$ cat config.mk
export PLATFORM = sky130hd
export DESIGN_NAME = first_fit_page_bitmap_allocator
export DESIGN_NICKNAME = d
export VERILOG_FILES = /design/src/rtl/ffpba_pkg.sv /design/src/rtl/first_fit_page_bitmap_allocator.sv /design/src/rtl/ffpba_ram.sv
export VERILOG_INCLUDE_DIRS = /design/src /design/src/rtl
export SDC_FILE = /design/constraint.sdc
export NUM_CORES = 2
export LEC_CHECK = 0
export ABC_AREA = 0
export BUFFER_PORTS_ARGS = -buffer_cell sky130_fd_sc_hd__buf_2
export CAP_MARGIN = 20
export CORE_ASPECT_RATIO = 1.4
export CORE_MARGIN = 2
export CORE_UTILIZATION = 56
export DETAILED_ROUTE_END_ITERATION = 10
export HOLD_SLACK_MARGIN = 0.06
export PLACE_DENSITY = 0.75
export SETUP_SLACK_MARGIN = 0.2
export SLEW_MARGIN = 15
export SYNTH_ARGS = -nofsm -noshare
export SYNTH_HDL_FRONTEND = slang
export SYNTH_HIERARCHICAL = 1
export SYNTH_SLANG_ARGS = --single-unit
export TNS_END_PERCENT = 50
$ cat constraint.sdc
create_clock -name i_clk -period 18.64 [get_ports i_clk]
set_clock_uncertainty 0.1 [all_clocks]
set_input_delay 0.932 -clock i_clk [delete_from_list [all_inputs] [get_ports i_clk]]
set_output_delay 0.932 -clock i_clk [all_outputs]
set_load 0.02 [all_outputs]
$ cat src/rtl/first_fit_page_bitmap_allocator_macros.svh
// assertion macros shared by the allocator rtl
`ifndef FIRST_FIT_PAGE_BITMAP_ALLOCATOR_MACROS_SVH
`define FIRST_FIT_PAGE_BITMAP_ALLOCATOR_MACROS_SVH

// same-cycle implication, checked outside reset
`define FFPBA_ASSERT_NOW(name, clk, rst_n, ante, cons, msg) \
    name: assert property (@(posedge clk) disable iff (!rst_n) (ante) |-> (cons)) \
        else $error(msg);

// next-cycle implication, checked outside reset
`define FFPBA_ASSERT_NEXT(name, clk, rst_n, ante, cons, msg) \
    name: assert property (@(posedge clk) disable iff (!rst_n) (ante) |=> (cons)) \
        else $error(msg);

`endif

$ cat src/rtl/ffpba_pkg.sv
// shared types and constants of the first-fit page allocator
package ffpba_pkg;

    localparam int unsigned PAGE_SHIFT = 12;
    localparam int unsigned ADDR_W     = 48;
    localparam int unsigned SIZE_W     = 32;
    localparam int unsigned REQ_PAGE_W = SIZE_W - PAGE_SHIFT;

    typedef enum logic [2:0] {
        ST_CLEAR,
        ST_IDLE,
        ST_SCAN,
        ST_MARK,
        ST_DONE
    } t_state;

endpackage

$ cat src/rtl/first_fit_page_bitmap_allocator.sv
// first-fit page allocator: top level with scan sequencer over the page-use ram
// after reset a clearing pass writes every page free; no item is taken meanwhile
// one item: accept, a scan of one page per cycle, marking of the granted pages as used,
// then a load of the result register
// an oversized request skips the scan; done holds while the previous result is unread
// reset is synchronous active low; region_base resets to 0 and every page to free
module first_fit_page_bitmap_allocator
    import ffpba_pkg::*;
#(
    parameter int unsigned MAP_PAGES = 1024
) (
    input  logic              i_clk,
    input  logic              i_rst_n,
    // configuration write: region_base
    input  logic              i_cfg_valid,
    output logic              o_cfg_ready,
    input  logic [ADDR_W-1:0] i_cfg_data,   // [47:0] region_base
    // request items
    input  logic              i_s_tvalid,
    output logic              o_s_tready,
    input  logic [SIZE_W-1:0] i_s_tdata,    // [31:0] request_size
    // result items
    output logic              o_m_tvalid,
    input  logic              i_m_tready,
    output logic [ADDR_W-1:0] o_m_tdata,    // [47:0] region_address
    output logic [0:0]        o_m_tuser     // [0] granted
);

`include "first_fit_page_bitmap_allocator_macros.svh"

    localparam int unsigned AW = $clog2(MAP_PAGES);       // page index width
    localparam int unsigned PW = $clog2(MAP_PAGES + 1);   // page count width
    localparam logic [AW-1:0] LAST_IDX = AW'(MAP_PAGES - 1);

    // sequencer
    t_state r_state, n_state;

    // config
    logic [ADDR_W-1:0] r_base;

    // request and scan state
    logic [PW-1:0] r_pages;
    logic [PW-1:0] r_run;
    logic [AW-1:0] r_scan_idx;    // address issued to the ram
    logic          r_issue_end;   // last page address already issued
    logic [AW-1:0] r_eval_idx;    // page whose use bit is on the ram output
    logic          r_eval_vld;
    logic [AW-1:0] r_start;
    logic          r_grant;

    // clearing pass and marking
    logic [AW-1:0] r_clr_idx;
    logic [AW-1:0] r_mark_idx;
    logic [PW-1:0] r_left;

    // result register
    logic              r_out_vld;
    logic [ADDR_W-1:0] r_out_addr;
    logic              r_out_grant;

    // ram ports
    logic          ram_we;
    logic [AW-1:0] ram_wa;
    logic          ram_wd;
    logic          ram_q;     // 1 = page used

    // sequencer outputs
    logic s_ready;
    logic out_load;

    // scan evaluation
    logic          accept;
    logic          req_big;
    logic          ev_free;
    logic [PW-1:0] run_inc;
    logic          scan_hit;
    logic          scan_miss;
    logic [PW-1:0] hit_diff;
    logic [AW-1:0] hit_start;

    ffpba_ram #(
        .P_WIDTH (1),
        .P_DEPTH (MAP_PAGES)
    ) u_use_ram (
        .i_clk     (i_clk),
        .i_we      (ram_we),
        .i_wr_addr (ram_wa),
        .i_wr_data (ram_wd),
        .i_rd_addr (r_scan_idx),
        .o_rd_data (ram_q)
    );

    assign accept  = i_s_tvalid && s_ready;
    // more pages than the map holds can never fit
    assign req_big = i_s_tdata[SIZE_W-1:PAGE_SHIFT] > REQ_PAGE_W'(MAP_PAGES);

    // one page per cycle: extend the free run or restart it
    assign ev_free   = !ram_q;
    assign run_inc   = r_run + PW'(1);
    assign scan_hit  = r_eval_vld && ev_free && ((r_pages == '0) || (run_inc == r_pages));
    assign scan_miss = r_eval_vld && !scan_hit && (r_eval_idx == LAST_IDX);
    // run ends here, so it began pages - 1 entries back
    assign hit_diff  = PW'(r_eval_idx) + PW'(1) - r_pages;
    assign hit_start = (r_pages == '0) ? r_eval_idx : hit_diff[AW-1:0];

    // next state
    always_comb begin
        n_state = r_state;
        case (r_state)
            ST_CLEAR: begin
                if (r_clr_idx == LAST_IDX) begin
                    n_state = ST_IDLE;
                end
            end
            ST_IDLE: begin
                if (accept) begin
                    n_state = req_big ? ST_DONE : ST_SCAN;
                end
            end
            ST_SCAN: begin
                if (scan_hit) begin
                    n_state = (r_pages == '0) ? ST_DONE : ST_MARK;
                end else if (scan_miss) begin
                    n_state = ST_DONE;
                end
            end
            ST_MARK: begin
                if (r_left == PW'(1)) begin
                    n_state = ST_DONE;
                end
            end
            ST_DONE: begin
                if (!r_out_vld || i_m_tready) begin
                    n_state = ST_IDLE;
                end
            end
            default: n_state = ST_CLEAR;
        endcase
    end

    // sequencer outputs
    always_comb begin
        s_ready  = 1'b0;
        out_load = 1'b0;
        ram_we   = 1'b0;
        ram_wa   = r_clr_idx;
        ram_wd   = 1'b0;
        case (r_state)
            ST_CLEAR: begin
                ram_we = 1'b1;
            end
            ST_IDLE: begin
                s_ready = 1'b1;
            end
            ST_MARK: begin
                ram_we = 1'b1;
                ram_wa = r_mark_idx;
                ram_wd = 1'b1;
            end
            ST_DONE: begin
                out_load = !r_out_vld || i_m_tready;
            end
            default: begin
                s_ready = 1'b0;
            end
        endcase
    end

    always_ff @(posedge i_clk) begin
        if (!i_rst_n) begin
            r_state     <= ST_CLEAR;
            r_base      <= '0;
            r_clr_idx   <= '0;
            r_eval_vld  <= 1'b0;
            r_issue_end <= 1'b0;
            r_out_vld   <= 1'b0;
        end else begin
            r_state <= n_state;

            if (i_cfg_valid) begin
                r_base <= i_cfg_data;
            end

            if (r_state == ST_CLEAR) begin
                r_clr_idx <= r_clr_idx + AW'(1);
            end

            // page address issue, one a cycle until the last page
            if (accept) begin
                r_scan_idx  <= '0;
                r_issue_end <= 1'b0;
            end else if (r_state == ST_SCAN && !r_issue_end) begin
                r_scan_idx <= r_scan_idx + AW'(1);
                if (r_scan_idx == LAST_IDX) begin
                    r_issue_end <= 1'b1;
                end
            end
            r_eval_vld <= (r_state == ST_SCAN) && !r_issue_end && !scan_hit;
            r_eval_idx <= r_scan_idx;

            if (accept) begin
                r_run   <= '0;
                r_pages <= i_s_tdata[PAGE_SHIFT +: PW];
                r_grant <= 1'b0;
            end else if (r_eval_vld) begin
                r_run <= ev_free ? run_inc : '0;
                if (scan_hit) begin
                    r_grant    <= 1'b1;
                    r_start    <= hit_start;
                    r_mark_idx <= hit_start;
                    r_left     <= r_pages;
                end
            end

            if (r_state == ST_MARK) begin
                r_mark_idx <= r_mark_idx + AW'(1);
                r_left     <= r_left - PW'(1);
            end

            // result register parts the scan from the output side
            if (out_load) begin
                r_out_vld   <= 1'b1;
                r_out_grant <= r_grant;
                r_out_addr  <= r_grant ? r_base + (ADDR_W'(r_start) << PAGE_SHIFT) : '0;
            end else if (i_m_tready) begin
                r_out_vld <= 1'b0;
            end
        end
    end

    assign o_cfg_ready  = 1'b1;
    assign o_s_tready   = s_ready;
    assign o_m_tvalid   = r_out_vld;
    assign o_m_tdata    = r_out_addr;
    assign o_m_tuser[0] = r_out_grant;

    // a scan result is looked at only while scanning
    `FFPBA_ASSERT_NOW(a_eval_in_scan, i_clk, i_rst_n, r_eval_vld, r_state == ST_SCAN,
        "page evaluated outside scan")
    // a failed request always reports address zero
    `FFPBA_ASSERT_NOW(a_fail_addr_zero, i_clk, i_rst_n, o_m_tvalid && !o_m_tuser[0],
        o_m_tdata == '0, "failed item with nonzero address")
    // page map is only written by the clearing pass or by marking
    `FFPBA_ASSERT_NOW(a_write_phase, i_clk, i_rst_n, ram_we,
        r_state == ST_CLEAR || r_state == ST_MARK, "page map written outside clear or mark")
    // a new result is loaded only at the end of an item
    `FFPBA_ASSERT_NEXT(a_load_after_done, i_clk, i_rst_n, r_state != ST_DONE && !o_m_tvalid,
        !o_m_tvalid, "result appeared without finishing an item")

endmodule

$ cat src/rtl/ffpba_ram.sv
// generic single write port ram with registered read
module ffpba_ram #(
    parameter int unsigned P_WIDTH = 1,
    parameter int unsigned P_DEPTH = 1024
) (
    input  logic                       i_clk,
    input  logic                       i_we,
    input  logic [$clog2(P_DEPTH)-1:0] i_wr_addr,
    input  logic [P_WIDTH-1:0]         i_wr_data,
    input  logic [$clog2(P_DEPTH)-1:0] i_rd_addr,
    output logic [P_WIDTH-1:0]         o_rd_data
);

    logic [P_WIDTH-1:0] r_mem [P_DEPTH];

    always_ff @(posedge i_clk) begin
        if (i_we) begin
            r_mem[i_wr_addr] <= i_wr_data;
        end
        o_rd_data <= r_mem[i_rd_addr];
    end

endmodule
==> Implementation_results.wiki <==
{| class="wikitable"
! Metric !! Value
|-
| Run status || complete, no violations
|-
| Final worst setup slack || 13170 ps
|-
| Via total after detailed routing || 34075
|-
| Total grt overflow || 0
|-
| Post-layout min period || 5470 ps
|-
| Critical Path Start Type || flop
|-
| Reported max-cap violation count || 0
|-
| Detail-routed via count per cell || 6.32
|-
| CTS-repair resized insts || 0
|-
| Floorplan die width || 267 um
|-
| Number of distinct library cells after synthesis || 77
|-
| Average wire per cell in the routed design || 25.3 um
|-
| Post-Synthesis Cells || 4021
|-
| Required time reported for the critical path endpoint || 18920 ps
|-
| Clock net sink count || 1212
|-
| Sequential area share after synthesis || 65.8%
|-
| Weighted congestion reported at the end of routability-driven placement || 0.859
|-
| Post-synth design cell area || 54300 um2
|-
| List of most frequent post-synthesis cells || 1147 x sky130_fd_sc_hd__edfxtp_1, 1120 x sky130_fd_sc_hd__nor2_1, 212 x sky130_fd_sc_hd__clkbuf_1
|-
| TritonCTS clock tree || done
|-
| Post-CTS Hold Buffers || 0
|-
| DP Wirelength || 75500 um
|-
| Die Y || 372 um
|-
| Number of warning messages in the yosys log || 6
|-
| Syn nets || 4141
|-
| Slew margin rel. || 15.4%
|-
| Io pins || 137
|-
| Number of nets at the end of the flow || 4121
|-
| Clk buf depth || 3
|-
| Total count of max-transition violations in the final report || 0
|-
| Pre-Repair DR Iteration Count || 8
|-
| Iteration-0 DRC count of the detailed router || 4856
|-
| Die area || 99500 um2
|-
| Share of Yosys cell area claimed by the top area cell type || 63.4%
|-
| Post-Layout Cell Count || 5395
|-
| Port buffer count || 123
|-
| Root cell of the clock tree || sky130_fd_sc_hd__clkbuf_16
|-
| Register clock-pin slew on the reported worst setup and hold paths || 70 ps
|-
| Cell-by-cell listing of the critical path || nand3b_1 > buf_4 > inv_8 > buf_4 > nand2_1 > nand2_1 > nor2b_1 > nand3_1 > nor4b_1
|-
| Number of buffers created by CTS || 108
|-
| Overall global routing resource usage || 27.3%
|-
| Async set-reset flop share out of synthesis || 0%
|-
| Cell taking the most area after synthesis || sky130_fd_sc_hd__edfxtp_1
|-
| Number of hold-slack violations in the final timing report || 0
|-
| First-pass GRT wire length || 200000 um
|-
| Number of antenna violations at the first check in global routing || 1
|-
| Critical Path Sink Type || flop
|-
| Largest stage delay, worst path || 930 ps
|-
| Fmax || 183 MHz
|-
| Clk Latency, worst-skew pair || 740 ps
|-
| Starting density of the core || 56.3%
|-
| Setup repair after global routing missed its margin || no
|-
| Slew @ Worst Pin || 1270 ps
|-
| Detailed Route WL || 137000 um
|-
| Type of the worst setup path || reg2reg
|-
| Post-CTS repair timing setup buffer count || 0
|-
| H-tree levels || 3
|-
| Number of global-route vias before repair || 32533
|-
| Dominant cell by count in the synthesized netlist || sky130_fd_sc_hd__edfxtp_1
|-
| Placed cell count || 5179
|-
| Layout filler cell count || 7009
|-
| Place WS || 13330 ps
|-
| Min-Delay Path Class || in2reg
|-
| Area added between synthesis and finish || 9.78%
|-
| Dominant cells by area after synthesis || sky130_fd_sc_hd__edfxtp_1 63%, sky130_fd_sc_hd__mux4_2 8.3%, sky130_fd_sc_hd__nor2_1 7.7%, sky130_fd_sc_hd__mux2i_1 3.2%, sky130_fd_sc_hd__dfxtp_1 2.4%
|-
| Maximum number of pins on one net before global-route repair || 326
|-
| Number of nets with antenna violations after detailed routing || 0
|-
| Core area || 96400 um2
|-
| Share of final-layout standard cells stronger than drive strength 1 || 15.3%
|-
| Fraction of the cycle the final worst path needs || 29.4%
|-
| Detailed-route DRC error count || 0
|-
| Synthesized area divided by synthesized cell count || 13.5 um2
|-
| Standard-cell row count || 135
|-
| Post-route setup TNS || 0 ps
|-
| Main flop type after synthesis || sky130_fd_sc_hd__edfxtp_1
|-
| Number of flops mapped to enable cells by yosys || 1147
|-
| Leak pwr || 0.0184 uW
|-
| Arrival time reported for the critical path endpoint || 5750 ps
|-
| Register bit total from synthesis || 1212
|-
| Number of setup violations in the final report || 0
|-
| Final core occ || 61.8%
|-
| CP max FO || 123
|-
| Total power per unit cell area || 106 nW/um2
|-
| Standard cell with the maximum stage delay on the critical path || sky130_fd_sc_hd__nor2b_1
|-
| Peak ir drop on the vdd network || 0.000104 V
|}
## cell type report
cell class | instances | area [um2] | share of cell area (%)
inverter | 41 | 161 | 0.271
clock inverter | 79 | 825 | 1.38
tap | 1301 | 1630 | 2.73
multi-input combinational | 2425 | 16900 | 28.4
antenna | 1 | 2.50 | 0.00420
timing repair buffer | 213 | 1510 | 2.54
sequential | 1212 | 35700 | 60.0
clock buffer | 123 | 2800 | 4.70
## cell families (layout without fill, tap and decap cells)
group,count (synthesis),count (layout),synth area share (%)
compound gates,297,297,3.72
xor+xnor,86,86,1.41
fa+ha+maj,35,35,0.834
buf+inv,384,456,3.33
flops,1212,1212,65.8
mux,394,394,12.3
other cells,1,2,0.00691
simple gates,1612,1612,12.5
## metal layers
layer	vias up	share of wire, %	GRT usage [%]
met5	-	0.037	0
met4	3	4.9	13.0
li1	14645	-	-
met2	1948	50	46.6
met3	349	10	4.12
met1	17130	35	34.4
## worst max-delay path, delay by kind of cell, from the launching register on
| kind | cells | cell delay (ps) |
|---|---|---|
| flip-flops | 1 | 510 |
| AND/OR/NAND/NOR | 6 | 2840 |
| buffers and inverters | 3 | 1600 |
## path summary, 6_finish.rpt
check / start / end / slack (ps) / depth (start not counted)
worst max-delay path: r_state[1]$_SDFFE_PN0P_ / u_use_ram/r_mem[821]$_DFFE_PP_ / 13170 / 9
worst min register to register: r_issue_end$_SDFFE_PN0P_ / r_issue_end$_SDFFE_PN0P_ / 400 / 2
worst min-delay path: i_s_tdata[20] / r_pages[8]$_DFFE_PP_ / 320 / 1
worst max register to register: r_state[1]$_SDFFE_PN0P_ / u_use_ram/r_mem[821]$_DFFE_PP_ / 13170 / 9
## power breakdown
part / leakage, uW / switching, uW / internal, uW
Combinational: 0.00609 / 647 / 303
Clock: 0.00175 / 997 / 1300
Sequential: 0.0105 / 31.7 / 3070
Total: 0.0184 / 1680 / 4670
## placed cells by master (no fill, tap or decap), drive strengths merged, types with 53 or more instances in the layout
master / count
nor2b: 64
edfxtp: 1147
nand3: 62
nor2: 1120
mux2i: 172
a21oi: 71
dfxtp: 65
clkbuf: 123
mux4: 214
buf: 213
clkinv: 55
nor3: 53
nand2: 163
## flip-flops by register name, summed over array words and instances, names as in the netlist, 10 cells and up
name,flops
o_m_tdata,48
r_base,48
r_clr_idx,10
r_eval_idx,10
r_left,11
r_mark_idx,10
r_pages,11
r_run,11
r_scan_idx,10
r_start,10
u_use_ram/r_mem,1024
## per-stage QoR
| step | hold WS [ps] | area, um2 | power (uW) |
|---|---|---|---|
| 3_5_place_dp | 377 | 55700 | 4090 |
| 3_3_place_gp | 368 | 55700 | 4070 |
| 4_1_cts | 283 | 59300 | 6350 |
| 5_1_grt | 307 | 59600 | 6510 |
| 2_1_floorplan | 341 | 54300 | 3830 |
| 6_report | 320 | 59600 | 6350 |
(Power assumes the default switching activity.)
